## src/hw/rtl/fbls_pkg.sv

```systemverilog
// ----------------------------------------------------------------------------
// fbls_pkg: shared constants and helpers for the log power smoother
// Widths of the bin and result words, dB constants in Q8.8, and the
// elaboration-time Q16 log2 used to fold the transform size into an offset.
// ----------------------------------------------------------------------------
package fbls_pkg;

    localparam int FFT_POINTS_DEF = 512;

    localparam int IDX_W   = 9;   // bin index / display bin width
    localparam int MAG_W   = 24;  // signed component width
    localparam int POW_W   = 48;  // re^2 + im^2
    localparam int EXP_W   = 6;   // leading one position of the power
    localparam int MANT_W  = 31;  // Q1.30 mantissa
    localparam int FRAC_W  = 16;  // log2 fraction bits
    localparam int DB_W    = 16;  // Q8.8 dB

    localparam logic signed [DB_W-1:0] DB_FLOOR = -16'sd25600;  // -100 dB
    localparam logic signed [DB_W-1:0] DB_RESET = -16'sd17920;  // -70 dB
    localparam logic [DB_W-1:0]        DB_OFFSET = 16'd25600;   // +100 dB

    localparam int TEN_LOG10_2_Q16 = 197283;

    // floor(x / 1000) == (x * RECIP_1000) >> RECIP_SHIFT for x below 2^26
    localparam int RECIP_1000  = 68719477;
    localparam int RECIP_SHIFT = 36;

    // Q16 log2 of a positive constant, same rounding as the datapath
    function automatic logic [31:0] log2q_const(input int unsigned v);
        int unsigned e;
        logic [63:0] m;
        logic [15:0] frac;
        e    = 0;
        frac = '0;
        for (int i = 0; i < 32; i++) begin
            if (v[i]) begin
                e = i;
            end
        end
        m = 64'(v) << (30 - e);
        for (int i = 0; i < 16; i++) begin
            m    = (m * m) >> 30;
            frac = {frac[14:0], m[31]};
            if (m[31]) begin
                m = m >> 1;
            end
        end
        return {e[15:0], frac};
    endfunction

endpackage

```

## src/hw/rtl/fbls_front.sv

```systemverilog
// ----------------------------------------------------------------------------
// fbls_front: bin shift, power and normalization
// Six stages: index wrap and magnitudes, squares, sum, per-segment leading
// one, exponent select, mantissa shift to Q1.30.
// ----------------------------------------------------------------------------
module fbls_front #(
    parameter int FFT_POINTS = fbls_pkg::FFT_POINTS_DEF,
    parameter int POS_W      = $clog2(FFT_POINTS)
) (
    input  logic                                aclk,
    input  logic                                aresetn,
    input  logic                                adv,
    input  logic                                in_valid,
    input  logic [fbls_pkg::IDX_W-1:0]          bin_index,
    input  logic signed [fbls_pkg::MAG_W-1:0]   bin_real,
    input  logic signed [fbls_pkg::MAG_W-1:0]   bin_imag,
    output logic                                out_valid,
    output logic [POS_W-1:0]                    out_pos,
    output logic [fbls_pkg::EXP_W-1:0]          out_exp,
    output logic [fbls_pkg::MANT_W-1:0]         out_mant,
    output logic                                out_zero
);

    localparam int IDX_W  = fbls_pkg::IDX_W;
    localparam int MAG_W  = fbls_pkg::MAG_W;
    localparam int POW_W  = fbls_pkg::POW_W;
    localparam int EXP_W  = fbls_pkg::EXP_W;
    localparam int MANT_W = fbls_pkg::MANT_W;
    localparam int HALF   = FFT_POINTS / 2;

    logic [5:0]            v_reg;
    logic [POS_W-1:0]      pos_reg [0:5];

    logic [IDX_W-1:0]      rem;
    logic [POS_W:0]        psum;
    logic [POS_W-1:0]      pos_next;
    logic [MAG_W-1:0]      mr_next, mi_next;
    logic [MAG_W-1:0]      mr_reg, mi_reg;
    logic [POW_W-1:0]      sqr_reg, sqi_reg;
    logic [POW_W-1:0]      p3_reg, p4_reg, p5_reg;
    logic [2:0]            nz_next, nz_reg;
    logic [3:0]            hp_next [0:2];
    logic [3:0]            hp_reg  [0:2];
    logic [EXP_W-1:0]      e_next, e5_reg, e6_reg;
    logic                  z5_reg, z6_reg;
    logic [POW_W-1:0]      sh;
    logic [MANT_W-1:0]     m6_reg;

    // wrap the index modulo the size, then rotate by half
    always_comb begin
        rem = bin_index;
        for (int j = IDX_W - 1; j >= 0; j--) begin
            if (32'(rem) >= (32'(FFT_POINTS) << j)) begin
                rem = rem - IDX_W'(32'(FFT_POINTS) << j);
            end
        end
        psum = (POS_W + 1)'(rem) + (POS_W + 1)'(HALF);
        if (psum >= (POS_W + 1)'(FFT_POINTS)) begin
            psum = psum - (POS_W + 1)'(FFT_POINTS);
        end
        pos_next = psum[POS_W-1:0];
    end

    // magnitudes; the most negative code maps to 2^23
    assign mr_next = bin_real[MAG_W-1] ? MAG_W'(-bin_real) : MAG_W'(bin_real);
    assign mi_next = bin_imag[MAG_W-1] ? MAG_W'(-bin_imag) : MAG_W'(bin_imag);

    // highest one inside each 16-bit segment of the power
    always_comb begin
        for (int s = 0; s < 3; s++) begin
            nz_next[s] = |p3_reg[s*16 +: 16];
            hp_next[s] = '0;
            for (int b = 0; b < 16; b++) begin
                if (p3_reg[s*16 + b]) begin
                    hp_next[s] = 4'(b);
                end
            end
        end
    end

    // pick the exponent from the top nonzero segment
    always_comb begin
        if (nz_reg[2]) begin
            e_next = {2'b10, hp_reg[2]};
        end else if (nz_reg[1]) begin
            e_next = {2'b01, hp_reg[1]};
        end else begin
            e_next = {2'b00, hp_reg[0]};
        end
    end

    // align the leading one to bit 30, truncating
    always_comb begin
        if (e5_reg >= EXP_W'(30)) begin
            sh = p5_reg >> (e5_reg - EXP_W'(30));
        end else begin
            sh = p5_reg << (EXP_W'(30) - e5_reg);
        end
    end

    // valid bits
    always_ff @(posedge aclk) begin
        if (!aresetn) begin
            v_reg <= '0;
        end else if (adv) begin
            v_reg <= {v_reg[4:0], in_valid};
        end
    end

    // datapath; advance with the pipeline
    always_ff @(posedge aclk) begin
        if (adv) begin
            pos_reg[0] <= pos_next;
            for (int i = 1; i < 6; i++) begin
                pos_reg[i] <= pos_reg[i-1];
            end
            mr_reg  <= mr_next;
            mi_reg  <= mi_next;
            sqr_reg <= mr_reg * mr_reg;
            sqi_reg <= mi_reg * mi_reg;
            p3_reg  <= sqr_reg + sqi_reg;
            p4_reg  <= p3_reg;
            nz_reg  <= nz_next;
            hp_reg  <= hp_next;
            p5_reg  <= p4_reg;
            e5_reg  <= e_next;
            z5_reg  <= ~|nz_reg;
            e6_reg  <= e5_reg;
            z6_reg  <= z5_reg;
            m6_reg  <= sh[MANT_W-1:0];
        end
    end

    assign out_valid = v_reg[5];
    assign out_pos   = pos_reg[5];
    assign out_exp   = e6_reg;
    assign out_mant  = m6_reg;
    assign out_zero  = z6_reg;

endmodule

```

## config.mk

```make
export PLATFORM = sky130hd
export DESIGN_NAME = fbls_front
export DESIGN_NICKNAME = d
export VERILOG_FILES = /design/src/hw/rtl/fbls_pkg.sv /design/src/hw/rtl/fbls_front.sv
export SDC_FILE = /design/constraint.sdc
export NUM_CORES = 2
export LEC_CHECK = 0
export BUFFER_PORTS_ARGS = -buffer_cell sky130_fd_sc_hd__buf_2
export CORE_MARGIN = 2
export CORE_UTILIZATION = 60
export DETAILED_ROUTE_END_ITERATION = 10
export GPL_TIMING_DRIVEN = 0
export PLACE_DENSITY = 0.8
export SYNTH_ARGS = -nofsm -noshare
export SYNTH_HDL_FRONTEND = slang
export SYNTH_SLANG_ARGS = --single-unit
```

## constraint.sdc

```tcl
create_clock -name aclk -period 7.3 [get_ports aclk]
set_input_delay 0.365 -clock aclk [delete_from_list [all_inputs] [get_ports aclk]]
set_output_delay 0.365 -clock aclk [all_outputs]
set_load 0.005 [all_outputs]
```

* After elaboration in Yosys (flattened, before gate mapping)
Memories as Yosys holds them, arrays and structs flattened.
Cells that the tools add are included.
** Cells by class
- $add $sub $neg :: 7
- Multipliers :: 2
- Div/mod/pow operators :: 0
- $lt $le $gt $ge :: 2
- Equality and inequality tests :: 0
- Shift operators :: 2
- Mux-type cells :: 50
- Bitwise operators :: 0
- Reductions and logical operators :: 14
** Operators by type and width (number)
- multiplier 24 x 24 -> 48 bit :: 2
- two-way mux 4 bit :: 19
- adder 48 bit :: 1
- negation 24 bit :: 2
- OR reduction 16 bit :: 3
- left shift 48 x 6 -> 31 bit :: 1
- >> shifter 48 x 6 -> 31 bit :: 1
- two-way mux 23 bit :: 2
- two-way mux 3 bit :: 12
- two-way mux 31 bit :: 1
- OR reduction 8 bit :: 3
- two-way mux 2 bit :: 6
- OR reduction 4 bit :: 3
- adder 9 x 9 -> 10 bit, second input constant :: 1
- greater-or-equal comparator 10 bit, second input constant :: 1
- two-way mux 9 bit :: 1
- subtractor 9 x 1 -> 9 bit, second input constant :: 1
- two-way mux 1 bit :: 8
- greater-or-equal comparator 6 x 5 -> 1 bit, second input constant :: 1
- OR reduction 2 bit :: 3
- subtractor 5 x 6 -> 6 bit, first input constant :: 1
- subtractor 6 x 5 -> 6 bit, second input constant :: 1
- two-way mux 5 bit :: 1
- OR reduction 3 bit :: 1
- zero test 1 bit :: 1
** Word-level totals
- Register bits :: 354
- Latch bits :: 0
- Memory bits (writable) :: 54
- ROM bits :: 0
- Input port bits :: 61
- Word-level logic and storage cells :: 107
- Memories kept :: 1
** Memory list
- pos_reg :: depth 6, width 9, rd ports 6, clocked after memory_dff 0, wr ports 6, RTL line fbls_front.sv:32 : logic [POS_W-1:0] pos_reg [0:5];

* Depth between registers and ports, before layout
- Depth after elaboration :: 14
- Gate-level depth with buffers :: 29

* Worst setup path before layout
No wires, ideal clock.
- Path kind :: register to register
- Start point :: register mr_reg[2]
- End point :: register sqr_reg[46] (data pin)
- Setup time :: 269 ps
- Arrival time :: 6940 ps
- Required time :: 7031 ps
- Path slack :: 92 ps
- Cell stages (with the launch flop) :: 28
- Path buffers :: 2
- Period minus slack after synthesis :: 7208 ps
- Path through :: edfxtp_1 clkbuf_1 clkbuf_1 nand2_1 fa_1 inv_1 fa_1 inv_1 fa_1 inv_1 fa_1 inv_1 fa_1 inv_1 fa_1 inv_1 fa_1 inv_1 ha_1 and4_1 and4_1 o311ai_0 a21oi_1 o21ai_0 o21ai_1 a21oi_1 o31ai_1 xor2_1
** Between the ends
- Word-level cells in the longest chain between the ends :: 1
** Ends and longest elaborated chain
- from (decl) :: RTL line fbls_front.sv:38 : logic [MAG_W-1:0] mr_reg, mi_reg;
- from (signal assigned) :: RTL line fbls_front.sv:117 : mr_reg <= mr_next;
- multiplier 24 x 24 -> 48 bit :: RTL line fbls_front.sv:119 : sqr_reg <= mr_reg * mr_reg;
- to (signal assigned) :: RTL line fbls_front.sv:119
- to (decl) :: RTL line fbls_front.sv:39 : logic [POW_W-1:0] sqr_reg, sqi_reg;
No other way between the ends.
A chain may end at the register's enable or synchronous reset.

* Final worst setup path
- Start point :: register mi_reg[17]
- End point :: register sqi_reg[45] (data pin)
** Between the ends
- Word-level cells in the longest chain between the ends :: 1
** Ends and longest elaborated chain
- from (decl) :: RTL line fbls_front.sv:38
- from (signal assigned) :: RTL line fbls_front.sv:118 : mi_reg <= mi_next;
- multiplier 24 x 24 -> 48 bit :: RTL line fbls_front.sv:120 : sqi_reg <= mi_reg * mi_reg;
- to (signal assigned) :: RTL line fbls_front.sv:120
- to (decl) :: RTL line fbls_front.sv:39
No other way between the ends.

==> impl_summary.log <==
[metrics] outcome: completed
[metrics] Initial DRC Count: approximately 3.6k
[metrics] area of the core region: roughly 0.087 mm²
[metrics] chip width: about 300 µm
[metrics] wire per inst: between 20 and 25 µm
[metrics] clock latency of the later-clocked register in the worst-skew pair: 610 ps
[metrics] fmax: 139 MHz
[metrics] count of flip-flops with a built-in enable after synthesis: 400
[metrics] Overflow after GRT: 0
[metrics] Total Routed Length: between 100 and 150 mm
[metrics] Post-Synthesis Net Count: about 6.6k
[metrics] net total in the final layout: 6836
[metrics] number of cells on the critical path: 24
[metrics] start of the worst register-to-register path: mi_reg[17]
[metrics] antenna-violating nets left: 0
[metrics] clock transition time at the flip-flop clock pins of the worst setup and hold paths: 60 ps
[metrics] via density per instance: between 5 and 6
[metrics] largest net degree at the start of global routing: ~130
[metrics] total number of vias: about 39k
[metrics] worst hold-check path type: in -> reg
[metrics] fraction of layout cells with a size suffix above 1: between 10 and 15%
[metrics] most instantiated flip-flop cell in the synthesis netlist: sky130_fd_sc_hd__edfxtp_1
[metrics] share of synthesized flip-flops with an asynchronous set or reset: 0%
[metrics] H-tree levels: 2
[metrics] type of the setup path with the least slack: reg -> reg
[metrics] flip-flop count of the largest register after layout: 54
[metrics] Yosys warning count: 0
[metrics] standard cell area after detailed placement: 0.0548 mm²
[metrics] number of clock sinks: 406
[metrics] transition time at the pin with the least slew margin: ~870 ps
[metrics] capture point of the worst path: sqi_reg[45]
[metrics] Die Y-Extent: ~300 µm
[metrics] clock tree root driver cell: sky130_fd_sc_hd__clkbuf_16
[metrics] Synth Register Bits: slightly above 400
[metrics] max-cap check violation count: 0
[metrics] max-slew violation count: 0
[metrics] via count of the first global-routing pass: ~40k
[metrics] area added between synthesis and finish: 10.5%
[metrics] top-area cell type share of the netlist area: between 30% and 40%
[metrics] detailed placer's ending HPWL: 110 mm
[metrics] most frequent CP cell: sky130_fd_sc_hd__fa_1
[metrics] Final Instance Area: roughly 0.058 mm²
[metrics] summed instance area of the synthesized netlist: roughly 0.053 mm²
[metrics] worst rel slew slack: slightly above 40%
[metrics] die area: 0.0903 mm²
[metrics] antenna violations before repair: 2
[metrics] final worst clock skew: around 28 ps
[metrics] crit-path cells: clkbuf_4, nand2_1, fa_1, inv_1, fa_1, inv_1, fa_1, fa_1, inv_1, fa_1, fa_1, inv_1, fa_2, inv_1, ha_2, and3_2, nand2_1, o211ai_1, a21oi_2, buf_4, o311ai_4, a31oi_1, o21bai_1, xnor2_1
[metrics] minimum clock period after layout: roughly 7000 ps
[metrics] syn_area_per_cell: approximately 10 µm²
[metrics] clock tree from TritonCTS: done
[metrics] worst reg2reg endpoint: sqi_reg[45]
[metrics] distinct cell type count after synthesis: between 70 and 80
[metrics] IO Count: 109
[metrics] final period utilization: a little over nine tenths
[metrics] final-report hold violation count: 0
[metrics] Worst setup SP type: flop
[metrics] Crit path largest cell delay: 580 ps
[metrics] filler cell count in the final layout: roughly 6.4k
[metrics] Initial Utilization: between 60% and 70%
[metrics] count of buffers from port buffering: roughly 110
[metrics] maximum net fanout on the critical path: 10
[metrics] arrival time at the worst endpoint: 7540 ps
[metrics] final setup violation count: 0
[metrics] cell type group with the largest total delay on the critical path: adder cells
[metrics] post-synthesis sequential area ratio: between 20% and 30%
[metrics] first-pass GRT wire length: between 200 and 250 mm
[metrics] row cnt: ~110
[metrics] type of destination of the critical path: flop
[metrics] post-synthesis cell count: 5253
[metrics] launching instance or port of the critical path: mi_reg[17]
[metrics] maximum clock insertion buffer count: 3
[metrics] Global Route Usage Sum: 31.7%
[metrics] top cell type by total area after synthesis: sky130_fd_sc_hd__fa_1
[metrics] CTS buffer count: 43
[metrics] number of buffer and inverter stages on the critical path: 7
[metrics] largest cells by area after synthesis: sky130_fd_sc_hd__fa_1 (32%), sky130_fd_sc_hd__edfxtp_1 (23%), sky130_fd_sc_hd__ha_1 (9.5%)
[metrics] Detailed Routing Iterations Pass 1: 6
[metrics] R2R Setup Slk: a little over 90 ps
[metrics] cell count of the worst reg-to-reg path: 24
[metrics] Crit path required time: between 7000 and 8000 ps
[metrics] placer congestion estimate: between 0.9 and 1
[metrics] Max stage delay cell, worst path: sky130_fd_sc_hd__fa_2
[metrics] DRC errors left: 0
-- metrics by stage --
stage / instances / hold WS (ps) / utilization [%] / setup TNS [ps] / setup slack, ps
6_report: 6718 / 62.0 / 67.0 / 0 / 92.4
5_1_grt: 6715 / 65.0 / 67.0 / -665 / -87.9
4_1_cts: 6662 / 34.6 / 65.9 / 0 / 4.04
3_5_place_dp: 6519 / 405 / 63.1 / -58240 / -2020
3_3_place_gp: 6516 / 400 / 63.0 / -55020 / -1940
2_1_floorplan: 5253 / 400 / - / 0 / 91.5
-- cell usage in the layout (no fill, tap or decap), types with 26 or more instances in the layout --
cell type / count
sky130_fd_sc_hd__nor2_1: 173
sky130_fd_sc_hd__nand3_1: 37
sky130_fd_sc_hd__xnor2_1: 139
sky130_fd_sc_hd__buf_2: 123
sky130_fd_sc_hd__nor3_1: 31
sky130_fd_sc_hd__clkbuf_1: 89
sky130_fd_sc_hd__ha_1: 383
sky130_fd_sc_hd__a21o_1: 77
sky130_fd_sc_hd__mux2i_1: 66
sky130_fd_sc_hd__edfxtp_1: 400
sky130_fd_sc_hd__o21ai_0: 131
sky130_fd_sc_hd__a211oi_1: 26
sky130_fd_sc_hd__inv_1: 1227
sky130_fd_sc_hd__a21oi_1: 189
sky130_fd_sc_hd__xor2_1: 59
sky130_fd_sc_hd__fa_1: 838
sky130_fd_sc_hd__and2_1: 241
sky130_fd_sc_hd__nor2b_1: 40
sky130_fd_sc_hd__nand2_1: 520
sky130_fd_sc_hd__mux4_2: 39
sky130_fd_sc_hd__buf_4: 138
sky130_fd_sc_hd__clkbuf_16: 45
sky130_fd_sc_hd__nand4_1: 28
sky130_fd_sc_hd__buf_6: 27
-- synth_stat cells, drive strengths merged (13+ instances only) --
cell / n
nor2b: 40
xnor2: 139
o21ai: 146
nor4: 13
nor3: 33
mux2i: 66
mux2: 21
o22ai: 19
ha: 402
edfxtp: 400
nand4: 28
inv: 1238
xor2: 59
a31oi: 24
clkbuf: 184
and2: 244
mux4: 39
nand3: 39
or3: 16
o21bai: 25
a21o: 78
a211oi: 30
nor2: 179
fa: 845
buf: 18
nand2: 525
a21oi: 202
o31ai: 21
o211ai: 21
and3: 17
nand2b: 16
-- layout make-up --
cell class,instances,area (µm²),area share [%]
clock inverter,23,290,0.498
sequential,406,12100,20.8
clock buffer,54,1120,1.92
tap,1155,1450,2.48
multi-input combinational,3406,35700,61.3
inverter,1239,4670,8.02
buffer,184,1150,1.97
timing repair buffer,248,1710,2.94
antenna,3,7.51,0.0129
-- layer usage --
metal / global-route usage (%) / vias up / routed length [µm]
li1: - / 17200 / -
met1: 40.3 / 19300 / 52000
met2: 53.3 / 2054 / 68400
met3: 5.45 / 438 / 12300
met4: 14.5 / 2 / 7260
met5: 0 / - / 12
-- worst min path at each step --
stage	start	end	slack (ps)	depth (start not counted)
CTS	bin_real[21]	mr_reg[21]	30	2
global placement	pos_reg[0][8]	pos_reg[1][8]	400	0
detailed placement	p4_reg[15]	p5_reg[15]	400	0
global route	bin_real[17]	mr_reg[17]	70	2
finish	bin_real[21]	mr_reg[21]	60	2
floorplan	z5_reg	out_zero	400	0
-- what timing repair did --
action / CTS / global route
pin swaps: 10 / 44
buffers inserted: 63 / 61
setup endpoints to repair: 58 / 31
resized for setup: 200 / 217
hold buffers: 11 / 0
endpoints found under the hold margin: 11 / 0
cloned: 0 / 2
-- logic make-up after synthesis --
kind of cell	count (synthesis)	synth area share (%)
AO/OA/AOI/OAI	660	7.87
XOR/XNOR	198	3.29
adder cells (fa/ha/maj)	1247	41.6
buffers and inverters	1441	10.3
flip-flops	406	23.0
multiplexers	126	3.37
AND/OR/NAND/NOR	1175	10.6
Power is left out: the tool's default activity adds up to more than one toggle a clock period on the data nets, which glitch-free logic cannot reach.
